--- config.mk ---
export PLATFORM = sky130hd
export DESIGN_NAME = gf2_polynomial_gcd_core_flat
export DESIGN_NICKNAME = d
export VERILOG_FILES = /design/src/rtl/core/gpg_pkg.sv /design/src/rtl/core/gpg_if.sv /design/src/rtl/core/gf2_polynomial_gcd_core.sv /design/src/rtl/core/gpg_datapath.sv /design/src/rtl/core/gpg_controller.sv /design/src/flat_wrapper.sv
export SDC_FILE = /design/constraint.sdc
export NUM_CORES = 1
export LEC_CHECK = 0
export ABC_AREA = 0
export BUFFER_PORTS_ARGS = -buffer_cell sky130_fd_sc_hd__buf_2
export CORE_MARGIN = 5
export CORE_UTILIZATION = 25
export DETAILED_ROUTE_END_ITERATION = 16
export PLACE_DENSITY_LB_ADDON = 0.1
export SLEW_MARGIN = 20
export SYNTH_ARGS = -nofsm -noshare
export SYNTH_HDL_FRONTEND = slang
export SYNTH_SLANG_ARGS = --single-unit
--- constraint.sdc ---
create_clock -name clk -period 3.2 [get_ports clk]
set_input_delay 0.16 -clock clk [delete_from_list [all_inputs] [get_ports clk]]
set_output_delay 0.16 -clock clk [all_outputs]
set_load 0.005 [all_outputs]
--- src/rtl/core/gpg_pkg.sv ---
// Shared types for the GF(2) polynomial gcd core.
`timescale 1ns / 1ps
`default_nettype none

package gpg_pkg;

  typedef enum logic {
    ST_IDLE,
    ST_RUN
  } state_t;

  // Commands from the controller to the datapath.
  typedef struct packed {
    logic load;
    logic shift_a;
    logic shift_b;
    logic xor_a;
    logic xor_b;
    logic capture;
  } cmd_t;

  // Status from the datapath to the controller.
  typedef struct packed {
    logic a_zero;
    logic b_zero;
    logic a_top;
    logic b_top;
    logic a_ge_b;
  } status_t;

endpackage

`default_nettype wire

--- src/rtl/core/gpg_if.sv ---
// Valid/ready channel interfaces for operands and results.
`timescale 1ns / 1ps
`default_nettype none

interface gpg_in_if;
  logic        valid;
  logic        ready;
  logic [31:0] poly_a;
  logic [31:0] poly_b;

  modport source (output valid, output poly_a, output poly_b, input ready);
  modport sink (input valid, input poly_a, input poly_b, output ready);
endinterface

interface gpg_out_if;
  logic        valid;
  logic        ready;
  logic [31:0] gcd_poly;

  modport source (output valid, output gcd_poly, input ready);
  modport sink (input valid, input gcd_poly, output ready);
endinterface

`default_nettype wire

--- src/rtl/core/gf2_polynomial_gcd_core.sv ---
// Top level of the GF(2) polynomial gcd core.
`timescale 1ns / 1ps
`default_nettype none

// Computes the gcd of two polynomials over GF(2) (bit i is the coefficient
// of x^i); inputs are masked to WIDTH bits and the result is zero-extended
// or truncated to 32 bits. gcd(a,0)=a, gcd(0,b)=b, gcd(0,0)=0. One operand
// pair is worked on at a time: after the transfer in, the datapath performs
// one step per cycle, either a one-bit alignment shift of an operand or an
// XOR reduction of the higher-degree operand by the other, until one operand
// is zero. The result sits in an output register, so a new pair can be
// transferred in while it waits.
module gf2_polynomial_gcd_core #(
  parameter int WIDTH = 32
) (
  input  wire logic clk,
  input  wire logic rst,
  gpg_in_if.sink    operands,
  gpg_out_if.source result
);

  gpg_pkg::cmd_t    cmd;
  gpg_pkg::status_t status;

  gpg_controller u_ctrl (
    .clk       (clk),
    .rst       (rst),
    .in_valid  (operands.valid),
    .in_ready  (operands.ready),
    .out_valid (result.valid),
    .out_ready (result.ready),
    .status    (status),
    .cmd       (cmd)
  );

  gpg_datapath #(
    .WIDTH (WIDTH)
  ) u_dp (
    .clk      (clk),
    .cmd      (cmd),
    .poly_a   (operands.poly_a),
    .poly_b   (operands.poly_b),
    .status   (status),
    .gcd_poly (result.gcd_poly)
  );

endmodule

`default_nettype wire

--- src/rtl/core/gpg_datapath.sv ---
// Datapath: left-aligned operand registers, degree counters and result register.
`timescale 1ns / 1ps
`default_nettype none

module gpg_datapath #(
  parameter int WIDTH = 32
) (
  input  wire logic             clk,
  input  wire gpg_pkg::cmd_t    cmd,
  input  wire logic [31:0]      poly_a,
  input  wire logic [31:0]      poly_b,
  output gpg_pkg::status_t      status,
  output logic [31:0]           gcd_poly
);

  localparam int DW = $clog2(WIDTH);
  localparam int EW = (WIDTH > 32) ? WIDTH : 32;
  localparam logic [DW-1:0] TOP = DW'(WIDTH - 1);

  // Operands are shifted up until their leading coefficient is at the top bit; the
  // degree counters remember how far each one has been shifted up.
  logic [WIDTH-1:0] a, b;
  logic [DW-1:0]    da, db;
  logic [WIDTH-1:0] res;
  logic [EW-1:0]    a_ext, b_ext, res_ext;
  logic [WIDTH-1:0] res_next;

  assign a_ext = EW'(poly_a);
  assign b_ext = EW'(poly_b);

  always_ff @(posedge clk) begin
    if (cmd.load) begin
      a  <= a_ext[WIDTH-1:0];
      b  <= b_ext[WIDTH-1:0];
      da <= TOP;
      db <= TOP;
    end else begin
      if (cmd.shift_a) begin
        a  <= {a[WIDTH-2:0], 1'b0};
        da <= da - 1'b1;
      end
      if (cmd.shift_b) begin
        b  <= {b[WIDTH-2:0], 1'b0};
        db <= db - 1'b1;
      end
      if (cmd.xor_a) begin
        a <= a ^ b;
      end
      if (cmd.xor_b) begin
        b <= b ^ a;
      end
    end
    if (cmd.capture) begin
      res <= res_next;
    end
  end

  // When one operand has reached zero the other, moved back down, is the gcd.
  always_comb begin
    if (status.a_zero) begin
      res_next = b >> (TOP - db);
    end else begin
      res_next = a >> (TOP - da);
    end
  end

  assign status.a_zero = (a == '0);
  assign status.b_zero = (b == '0);
  assign status.a_top  = a[WIDTH-1];
  assign status.b_top  = b[WIDTH-1];
  assign status.a_ge_b = (da >= db);

  assign res_ext  = EW'(res);
  assign gcd_poly = res_ext[31:0];

`ifndef SYNTH
  // An XOR step must clear the leading coefficient of the reduced operand.
  a_xor_clears_top : assert property (@(posedge clk)
    cmd.xor_a && !cmd.load |=> !a[WIDTH-1])
    else $error("xor step left top bit of a set");
  b_xor_clears_top : assert property (@(posedge clk)
    cmd.xor_b && !cmd.load |=> !b[WIDTH-1])
    else $error("xor step left top bit of b set");
  // Reduction only happens between two aligned operands.
  xor_needs_aligned : assert property (@(posedge clk)
    (cmd.xor_a || cmd.xor_b) |-> (a[WIDTH-1] && b[WIDTH-1]))
    else $error("xor step on unaligned operands");
`endif

endmodule

`default_nettype wire

--- src/rtl/core/gpg_controller.sv ---
// Controller: sequences normalize and reduce steps and owns the handshakes.
`timescale 1ns / 1ps
`default_nettype none

module gpg_controller (
  input  wire logic              clk,
  input  wire logic              rst,
  input  wire logic              in_valid,
  output logic                   in_ready,
  output logic                   out_valid,
  input  wire logic              out_ready,
  input  wire gpg_pkg::status_t  status,
  output gpg_pkg::cmd_t          cmd
);

  gpg_pkg::state_t state, state_next;
  logic            finish;

  // The run ends once either operand is zero and the output register is free.
  assign finish = (status.a_zero || status.b_zero) && (!out_valid || out_ready);

  always_ff @(posedge clk) begin
    if (rst) begin
      state     <= gpg_pkg::ST_IDLE;
      out_valid <= 1'b0;
    end else begin
      state <= state_next;
      if (cmd.capture) begin
        out_valid <= 1'b1;
      end else if (out_ready) begin
        out_valid <= 1'b0;
      end
    end
  end

  always_comb begin
    state_next = state;
    unique case (state)
      gpg_pkg::ST_IDLE: begin
        if (in_valid) begin
          state_next = gpg_pkg::ST_RUN;
        end
      end
      gpg_pkg::ST_RUN: begin
        if (finish) begin
          state_next = gpg_pkg::ST_IDLE;
        end
      end
      default: state_next = gpg_pkg::ST_IDLE;
    endcase
  end

  always_comb begin
    cmd      = '0;
    in_ready = 1'b0;
    unique case (state)
      gpg_pkg::ST_IDLE: begin
        in_ready = 1'b1;
        cmd.load = in_valid;
      end
      gpg_pkg::ST_RUN: begin
        if (status.a_zero || status.b_zero) begin
          cmd.capture = finish;
        end else if (!status.a_top) begin
          cmd.shift_a = 1'b1;
        end else if (!status.b_top) begin
          cmd.shift_b = 1'b1;
        end else if (status.a_ge_b) begin
          cmd.xor_a = 1'b1;
        end else begin
          cmd.xor_b = 1'b1;
        end
      end
      default: begin
        cmd      = '0;
        in_ready = 1'b0;
      end
    endcase
  end

`ifndef SYNTH
  capture_sets_valid : assert property (@(posedge clk) disable iff (rst)
    cmd.capture |=> out_valid)
    else $error("captured result not presented");
  no_overwrite : assert property (@(posedge clk) disable iff (rst)
    cmd.capture |-> (!out_valid || out_ready))
    else $error("result overwritten before transfer");
  accept_starts_run : assert property (@(posedge clk) disable iff (rst)
    in_valid && in_ready |=> state == gpg_pkg::ST_RUN)
    else $error("accepted operands did not start a run");
`endif

endmodule

`default_nettype wire
--- src/flat_wrapper.sv ---
// flat-port wrapper written by rule: the top's interface ports become plain ports
module gf2_polynomial_gcd_core_flat 
#(
  parameter int WIDTH = 32
)
  (clk, rst, operands_valid, operands_poly_a, operands_poly_b, operands_ready, result_valid, result_gcd_poly, result_ready);
  gpg_in_if operands_i ();
  gpg_out_if result_i ();
  input  wire logic clk;
  input  wire logic rst;
  input wire logic [$bits(operands_i.valid)-1:0] operands_valid;
  input wire logic [$bits(operands_i.poly_a)-1:0] operands_poly_a;
  input wire logic [$bits(operands_i.poly_b)-1:0] operands_poly_b;
  output wire logic [$bits(operands_i.ready)-1:0] operands_ready;
  output wire logic [$bits(result_i.valid)-1:0] result_valid;
  output wire logic [$bits(result_i.gcd_poly)-1:0] result_gcd_poly;
  input wire logic [$bits(result_i.ready)-1:0] result_ready;
  assign operands_i.valid = operands_valid;
  assign operands_i.poly_a = operands_poly_a;
  assign operands_i.poly_b = operands_poly_b;
  assign operands_ready = operands_i.ready;
  assign result_valid = result_i.valid;
  assign result_gcd_poly = result_i.gcd_poly;
  assign result_i.ready = result_ready;
  gf2_polynomial_gcd_core #(.WIDTH(WIDTH)) u_core (.clk(clk), .rst(rst), .operands(operands_i), .result(result_i));
endmodule
# After elaboration in Yosys (flattened, before gate mapping)
# Cells that the tools add are included.
# W data, S select, Z words.
[classes] addsub=4 order_cmp=1 shifts=2 muxes=23 n_bitwise=2 n_reduce_logical=9
[op_table] cell="$mux W32" n=7
[op_table] cell="$logic_not A32 Y1" n=2
[op_table] cell="$shr A32 B5 Y32" n=2
[op_table] cell="$xor A32 B32 Y32" n=1
[op_table] cell="$mux W1" n=11
[op_table] cell="$sub A5 B1 Y5 const B" n=2
[op_table] cell="$sub A5 B5 Y5 const A" n=2
[op_table] cell="$reduce_bool A3 Y1" n=2
[op_table] cell="$ge A5 B5 Y1" n=1
[op_table] cell="$mux W5" n=1
[op_table] cell="$mux W4" n=1
[op_table] cell="$mux W3" n=1
[op_table] cell="$logic_or A1 B1 Y1" n=2
[op_table] cell="$mux W2" n=1
[op_table] cell="$pmux W1 S2" n=1
[op_table] cell="$reduce_bool A2 Y1" n=1
[op_table] cell="$logic_and A1 B1 Y1" n=1
[op_table] cell="$logic_not A1 Y1" n=1
[op_table] cell="$not A1 Y1" n=1
[word_totals] regBits=108 input_bits=68 out_inout_bits=34 wordCells=48

# Logic depth before layout (Yosys ltp)
# Gate-level depths: netlist of the first run.
[depth] ltp_word=9 depth_mapped=12 mapped_depth_nobuf=7

# Hierarchy
# Synthesis of the first run repeated with hierarchy kept, for this count alone.
[unflattened] cells_unflattened=992 area_unflattened_um2=9404.0
[by_module_without_submodules] mod="gpg_datapath" instances=1 cells_each=975 area_each_um2=9268.9 seq_area_each_um2=3083.0
[by_module_without_submodules] mod="gpg_controller" instances=1 cells_each=17 area_each_um2=135.1 seq_area_each_um2=40.0

# Worst setup path after synthesis of the first run
# OpenSTA, ideal clock, no wires.
[synth_timing] path_kind="register to register" startpoint="reg u_core.u_dp.db[1]" endpoint="reg u_core.u_dp.a[0] (enable)" t_arrival_ns=2.921 required_time_ns=2.812 path_slack_ns=-0.109 path_stages_with_launch=12 path_buffers=5 period_less_slack_ns=3.309 cell_sequence="dfxtp_1 buf_2 buf_2 buf_2 inv_1 ha_1 nand4_1 o21bai_1 a21o_1 clkbuf_1 clkbuf_1 a211o_1"
[synth_between] elab_chain_len=7
[synth_lines] item="start, declared" line_no="gpg_datapath.sv:23" rtl="logic [DW-1:0] da, db;"
[synth_lines] item="start signal, assigned" line_no="gpg_datapath.sv:44" rtl="db <= db - 1'b1;"
[synth_lines] item="$ge A5 B5 Y1" line_no="gpg_datapath.sv:71" rtl="assign status.a_ge_b = (da >= db);"
[synth_lines] item="$mux W1" line_no="gpg_controller.sv:68" rtl="end else if (status.a_ge_b) begin"
[synth_lines] item="$mux W2" line_no="gpg_controller.sv:66" rtl="end else if (!status.b_top) begin"
[synth_lines] item="$mux W3" line_no="gpg_controller.sv:64" rtl="end else if (!status.a_top) begin"
[synth_lines] item="$mux W4" line_no="gpg_controller.sv:62" rtl="if (status.a_zero || status.b_zero) begin"
[synth_lines] item="$mux W5" line_no="gpg_controller.sv:56" rtl="unique case (state)"
[synth_lines] item="$reduce_bool A3 Y1 (no source line)"
[synth_lines] item="end signal, assigned" line_no="gpg_datapath.sv:33" rtl="a <= a_ext[WIDTH-1:0];"
[synth_lines] item="end signal, assigned" line_no="gpg_datapath.sv:39" rtl="a <= {a[WIDTH-2:0], 1'b0};"
[synth_lines] item="end signal, assigned" line_no="gpg_datapath.sv:47" rtl="a <= a ^ b;"
[synth_lines] item="end, declared" line_no="gpg_datapath.sv:22" rtl="logic [WIDTH-1:0] a, b;"
# No other way between the ends.
# A chain may end at the register's enable or synchronous reset.

# Final worst setup path of the first run
[layout_timing] startpoint="reg u_core.u_dp.b[19]" endpoint="reg u_core.u_dp.a[3] (enable)"
[layout_between] elab_chain_len=5
[layout_lines] item="start, declared" line_no="gpg_datapath.sv:22"
[layout_lines] item="start signal, assigned" line_no="gpg_datapath.sv:34" rtl="b <= b_ext[WIDTH-1:0];"
[layout_lines] item="start signal, assigned" line_no="gpg_datapath.sv:43" rtl="b <= {b[WIDTH-2:0], 1'b0};"
[layout_lines] item="start signal, assigned" line_no="gpg_datapath.sv:50" rtl="b <= b ^ a;"
[layout_lines] item="$logic_not A32 Y1" line_no="gpg_datapath.sv:68" rtl="assign status.b_zero = (b == '0);"
[layout_lines] item="$logic_or A1 B1 Y1" line_no="gpg_controller.sv:62"
[layout_lines] item="$mux W4" line_no="gpg_controller.sv:62"
[layout_lines] item="$mux W5" line_no="gpg_controller.sv:56"
[layout_lines] item="$reduce_bool A3 Y1 (no source line)"
# No other way between the ends.

==> run_results.csv, run 1 <==
group,metric,value,unit
run_status,outcome,"completed",
worst_setup_path,r2r_end,"u_core.u_dp.a[3]",
timing,finalMaxSlewViolations,0,
synth,synth_xor_area_share,3.12,%
drt,postRouteAntennaNets,0,
clock_tree,root_buffer,"clkbuf_16",
placement,dp_hpwl,24400,um
placement,dpl_cell_area,9800,um2
worst_setup_path,r2r_start,"u_core.u_dp.b[19]",
worst_setup_path,slowest_delay,0.72,ns
worst_setup_path,cp-start-kind,"flip-flop",
clock_tree,numCtsBuffers,9,
synth,synth_cells,897,
global_routing,grt-ovfl-total,0,
timing,setup_viol,0,
clock_tree,clk_latency,0.38,ns
layout,final_net_count,1043,
global_routing,grt_pass1_wl,49200,um
timing,hold_violations,0,
timing,min_period,2.98,ns
synth,synth_top_family_by_area,"multiplexers",
hold_path,hp-class,"input port to flip-flop",
global_routing,grt_pass1_vias,7713,
power,clkPwrFrac,21.0,%
synth,synth_flop_cell,"edfxtp_1",
drt,first_pass_iters,5,
layout,diodes,0,
worst_setup_path,r2r_cells,5,
drt,drc_errors,0,
floorplanning,die_h,197,um
worst_setup_path,critPathBufInv,0,
timing,max_freq,336,MHz
synth,synthesis.nets,973,
power,p_int,3.66,mW
power,combPwrFrac,43.8,%
timing,finClkSkew,0.0194,ns
drt,routedWlPerCell,22.6,um
clock_tree,post_cts_resized,0,
hold_path,holdCritStartpoint,"operands_poly_b[23]",
floorplanning,dieWidth,197,um
worst_setup_path,crit_slowest_cell,"nor4_1",
power,power.switching,2.42,mW
power,swShare,39.8,%
timing,max_slew_margin,30.3,%
worst_setup_path,worstPathMaxFanout,32,
layout,drive_above_1_share,23.5,%
clock_tree,postCtsSetupRepairBufs,0,
floorplanning,num_rows,68,
floorplanning,io_pins,102,
synth,synth_mux_area_share,22.1,%
drt,drt_iter0_drc,705,
synth,synth_area_per_cell,9.71,um2
drt,drt-total-wl,32200,um
timing,rsz0062_at_grt,"false",
worst_setup_path,crit_type,"flip-flop to flip-flop",
job,maxCapViolCount,0,
hold_path,hold_path_depth,3,
hold_path,min_to,"u_core.u_dp.b[23]",
synth,ys_seq_area_share,35.9,%
placement,routabilityCongestion,0.879,
synth,yosysWarnings,0,
worst_setup_path,cp.arrival,2.99,ns
clock_tree,clock_sinks,108,
synth,netlist_area,8710,um2
power,ir_drop,0.302,mV
synth,ys_seq_elements,108,
clock_tree,cts_tree,"done",
floorplanning,dieArea,38700,um2
floorplanning,core-area,34500,um2
worst_setup_path,worst_ep_required_time,3.21,ns
drt,vias_per_cell,5.38,
drt,vias,7672,
synth,synth_compound_area_share,19.4,%
clock_tree,cts_buffer_depth,2,
synth,synth_cell_type_count,64,
placement,portBuffers,101,
floorplanning,initial_utilization,25.3,%
clock_tree,cts_max_level,3,
worst_setup_path,timing.critical_path.cells,"nor4_1 > nand4_1 > o22ai_1 > nor3_1 > a211o_2",
timing,worst_slew_pin_slew,1.04,ns
worst_setup_path,crit_path_end_kind,"flip-flop",
global_routing,track_usage,16.4,%
layout,fin_util,29.4,%
power,p_seq_share,35.2,%
synth,synthSimpleGateAreaFrac,13.7,%
global_routing,antenna_found_initial,0,
power,powerDensity,600,nW/um2
timing,period_share,93.0,%
power,p_leak,3.95,nW
synth,async_reset_ff_share,0,%
placement,pre_cts_slack,0.193,ns
timing,worst_slack,0.224,ns
layout,final_area,10100,um2
synth,synth_fa_ha_area_share,1.15,%
synth,synth-edff-count,96,
layout,syn2layout_area_growth,16.3,%
clock_tree,path_clk_slew,0.08,ns
worst_setup_path,crit_family,"simple AND/OR/NAND/NOR gates",
timing,setup_tns,0,ns
global_routing,grt_max_degree,100,
worst_setup_path,r2r_slack,0.22,ns
-- cells in the mapped netlist, types with 5 or more instances --
master     instances  area, um2
nor2_1            19       71.3
a31oi_1            5       31.3
mux4_1            10        263
a211oi_1           5       37.5
inv_1             12       45.0
clkbuf_1          52        195
buf_2             17       85.1
o211ai_1          20        150
ha_1               8        100
nand3_1           17       85.1
mux2_2            18        203
xnor2_1           30        263
o22ai_1           42        263
mux4_2            40        901
or3_1              5       31.3
a21oi_1           40        200
mux2i_1           56        561
nand2_1          168        631
and3_1             5       31.3
buf_4              5       37.5
nand4_1           10       62.6
dfxtp_1           12        240
o2111ai_1          6       52.6
a32o_1             6       60.1
nor4_1            17        106
o21ai_0          104        521
a21o_1             5       37.5
o21ai_1            6       30.0
edfxtp_1          96       2880
-- layout make-up --
type	instances	area (um2)
inverter	12	45.0
timing repair buffer	138	861
clock buffer	10	229
clock inverter	6	92.6
tap	455	569
fill	3696	24300
sequential	108	3130
multi-input combinational	698	5210
-- cell families (layout without fill, tap and decap cells) --
logic type	count (synthesis)	in the layout
AO/OA/AOI/OAI	272	272
AND/OR/NAND/NOR	263	263
multiplexers	124	124
flip-flops	108	108
buffers and inverters	91	166
XOR/XNOR	31	31
adder cells (fa/ha/maj)	8	8
-- registers in the layout, indices dropped and copies added (netlist names) --
register and flops:
u_core.u_dp.da 5, u_core.u_dp.gcd_poly 32, u_core.u_dp.b 32, u_core.u_dp.a 32, u_core.u_ctrl.state 1, u_core.u_dp.db 5
u_core.u_ctrl.out_valid 1
-- repair_timing --
action                     CTS  global route
hold endpoints to repair     2             0
hold buffers                 1             0
setup endpoints to repair    0             0
-- layer usage --
layer  global-route usage [%]  up-vias  routed length (um)
li1                         -     3619                   -
met1                     25.4     3794               16600
met2                     23.8      222               13600
met3                     2.22       37                1430
met4                     4.49        0                 657
met5                        0        -                   0
-- power by group through the flow --
stage | Sequential [mW] | Combinational [mW] | Clock, mW
after floorplan | 1.99 | 1.91 | 0
after global placement | 2.16 | 2.66 | 0
after detailed placement | 2.17 | 2.65 | 0
after CTS | 2.13 | 2.66 | 1.31
after global routing | 2.17 | 2.88 | 1.35
final | 2.14 | 2.66 | 1.28
-- cells in the final DEF, fill, tap and decap left out, types with 4 or more instances in the layout --
master     Yosys  routed
nand2_1      168     167
o21ai_0      104     104
buf_2         17     101
edfxtp_1      96      96
mux2i_1       56      56
o22ai_1       42      42
mux4_2        40      40
a21oi_1       40      39
xnor2_1       30      30
buf_4          5      30
o211ai_1      20      20
nor2_1        19      19
mux2_2        18      18
nor4_1        17      17
nand3_1       17      17
inv_1         12      12
nand4_1       10      10
mux4_1        10      10
clkbuf_16      0       9
dfxtp_1       12       9
ha_1           8       8
o21ai_1        6       6
a32o_1         6       6
o2111ai_1      6       6
buf_12         1       6
or3_1          5       5
a211oi_1       5       5
a31oi_1        5       5
nand2b_1       4       4
and3_1         5       4
a21o_1         5       4
a22oi_1        4       4
-- through the flow --
| step | total power [mW] | hold WS [ns] | instances |
|---|---|---|---|
| after floorplan | 3.90 | 0.229 | 897 |
| after global placement | 4.83 | 0.339 | 1410 |
| after detailed placement | 4.81 | 0.343 | 1410 |
| after CTS | 6.10 | 0.0360 | 1427 |
| after global routing | 6.41 | 0.0398 | 1427 |
| final | 6.07 | 0.0504 | 1427 |
-- how the worst max path moves through the flow --
stage                            from               end  slack (ns)  cells past startpoint
finish              u_core.u_dp.b[19]  u_core.u_dp.a[3]        0.22                      5
global route        u_core.u_dp.b[19]  u_core.u_dp.a[3]        0.02                      5
CTS                  u_core.u_dp.b[7]  u_core.u_dp.a[3]        0.18                      5
detailed placement   u_core.u_dp.b[7]  u_core.u_dp.a[8]        0.19                      5
global placement    u_core.u_dp.b[19]  u_core.u_dp.a[9]        0.18                      5
floorplan           u_core.u_dp.db[1]  u_core.u_dp.b[0]        0.17                     11
-- worst register-to-register path: stages (launching register included) --
cell and delay [ns]:
edfxtp_1 0.55, nor4_1 0.72, nand4_1 0.22, o22ai_1 0.33
nor3_1 0.17, a211o_2 0.59
(Power assumes the default switching activity.)
==> inputs of run 2 (changes only) <==
==> constraint.sdc (replaced) <==
create_clock -name clk -period 2.4 [get_ports clk]
set_input_delay 0.12 -clock clk [delete_from_list [all_inputs] [get_ports clk]]
set_output_delay 0.12 -clock clk [all_outputs]
set_load 0.005 [all_outputs]
==> run_results.csv, run 2 (same netlist as run 1, synthesis figures left out) <==
group,metric,value,unit
drt,drc_errors,0,
global_routing,grt-ovfl-total,0,
layout,multi_input_area,5350,um2
timing,setup_tns,0,ns
placement,routabilityCongestion,0.885,
worst_setup_path,cp-start-kind,"flip-flop",
clock_tree,clk_latency,0.37,ns
timing,min_period,2.36,ns
global_routing,use_met3,2.39,%
worst_setup_path,worst_ep_required_time,2.57,ns
drt,vias_per_cell,5.26,
floorplanning,num_rows,68,
placement,dpl_cell_area,10600,um2
power,p_seq_share,30.0,%
layout,final_common_cell,"nand2_1",
layout,final_net_count,1132,
timing,rsz0062_at_grt,"true",
worst_setup_path,cp.arrival,2.52,ns
drt,routedWlPerCell,22.2,um
global_routing,busiest_layer,"met1",
drt,first_pass_iters,5,
floorplanning,dieWidth,197,um
worst_setup_path,r2r_slack,0.04,ns
timing,max_freq,425,MHz
global_routing,grt_use_met1,26.1,%
hold_path,hp-class,"input port to flip-flop",
power,p_leak,4.47,nW
clock_tree,cts_buffer_depth,2,
global_routing,met2_usage,25.3,%
timing,hold_violations,0,
floorplanning,dieArea,38700,um2
global_routing,track_usage,17.0,%
layout,ff_latch_area,3130,um2
timing,finClkSkew,0.00903,ns
power,combPwrFrac,49.9,%
layout,n_fill_cell,3602,
floorplanning,core-area,34500,um2
placement,portBuffers,101,
global_routing,antenna_found_initial,0,
layout,drive_above_1_share,32.2,%
floorplanning,io_pins,102,
global_routing,grt_max_degree,64,
clock_tree,cts_tree,"done",
power,ir_drop,0.428,mV
worst_setup_path,cp-startpoint,"u_core.u_dp.a[22]",
timing,setup_viol,0,
layout,syn2layout_area_growth,28.3,%
global_routing,grt_pass1_wl,50800,um
drt,drt_iter0_drc,598,
power,power.switching,3.39,mW
worst_setup_path,worstPathMaxFanout,7,
power,swShare,38.2,%
clock_tree,path_clk_slew,0.08,ns
worst_setup_path,r2r_cells,7,
power,clkPwrFrac,20.1,%
layout,final_area,11200,um2
drt,postRouteAntennaNets,0,
layout,diodes,0,
job,maxCapViolCount,0,
clock_tree,cts_max_level,3,
clock_tree,postCtsSetupRepairBufs,0,
worst_setup_path,r2r_end,"u_core.u_dp.gcd_poly[13]",
drt,drt-total-wl,33700,um
power,powerDensity,794,nW/um2
layout,layout_common_cells,"167 x nand2_1, 101 x o21ai_0, 101 x buf_2",
floorplanning,initial_utilization,25.3,%
clock_tree,root_buffer,"clkbuf_16",
global_routing,grt_pass1_vias,8005,
run_status,outcome,"completed",
worst_setup_path,r2r_start,"u_core.u_dp.a[22]",
worst_setup_path,crit_path_end_kind,"flip-flop",
placement,dp_hpwl,26100,um
drt,vias,7962,
timing,worst_slew_pin_slew,0.709,ns
clock_tree,clock_sinks,108,
floorplanning,die_h,197,um
clock_tree,numCtsBuffers,9,
worst_setup_path,crit_end,"u_core.u_dp.gcd_poly[13]",
power,total_power,8.88,mW
timing,period_share,98.1,%
timing,finalMaxSlewViolations,0,
power,p_int,5.48,mW
timing,max_slew_margin,52.2,%
worst_setup_path,crit_type,"flip-flop to flip-flop",
==> run 2: final cells by class <==
cell class	count	area share, %
clock buffer	9	2.01
clock inverter	6	1.01
inverter	12	0.425
multi-input combinational	698	47.8
sequential	108	28.0
tap	455	5.09
timing repair buffer	227	15.6
==> run 2: worst max-delay path, cell delays in order, from the launching register on <==
cell and delay [ns]:
edfxtp_1 0.41, nor4_2 0.34, buf_4 0.17, and4_2 0.33, buf_4 0.17, nand3_4 0.13, a311o_1 0.41, o2111ai_1 0.18
==> run 2: per-layer routing <==
metal,part of all wire (%),vias up
met4,1.6,0
met2,44,203
met1,50,3935
li1,-,3797
met5,0,-
met3,4.1,27
==> run 2: repair_timing <==
item                       in CTS  in global routing
gates resized for setup         6                 28
hold buffers                    1                  0
setup endpoints to repair       8                 83
cloned                          0                  3
hold endpoints to repair        2                  0
pin swaps                       0                  4
==> run 2: how the worst min path moves through the flow <==
stage / start / slack (ns) / depth (start not counted) / to
after floorplan: rst / 0.19 / 1 / u_core.u_ctrl.out_valid
after global placement: rst / 0.30 / 2 / u_core.u_ctrl.out_valid
after detailed placement: rst / 0.30 / 2 / u_core.u_ctrl.out_valid
after CTS: operands_poly_b[20] / 0.009 / 3 / u_core.u_dp.b[20]
after global routing: operands_poly_a[5] / 0.03 / 3 / u_core.u_dp.a[5]
final: operands_poly_b[20] / 0.02 / 3 / u_core.u_dp.b[20]
==> run 2: power groups by stage <==
stage | combinational, mW | sequential [mW] | clock, mW
after floorplan | 2.61 | 2.66 | 0
after global placement | 4.24 | 2.69 | 0
after detailed placement | 4.20 | 2.68 | 0
after CTS | 4.24 | 2.65 | 1.82
after global routing | 4.77 | 2.69 | 1.90
final | 4.43 | 2.66 | 1.79
==> run 2: per-stage QoR <==
stage               hold WS (ns)  utilization (%)  worst slack (ns)  instances
floorplan                  0.189                -           -0.0372        897
global placement           0.295             30.8           -0.0988       1496
detailed placement         0.295             30.8           -0.0948       1496
CTS                      0.00863             31.9           -0.0832       1512
global route              0.0264             32.4           -0.0570       1515
finish                    0.0187             32.4            0.0446       1515
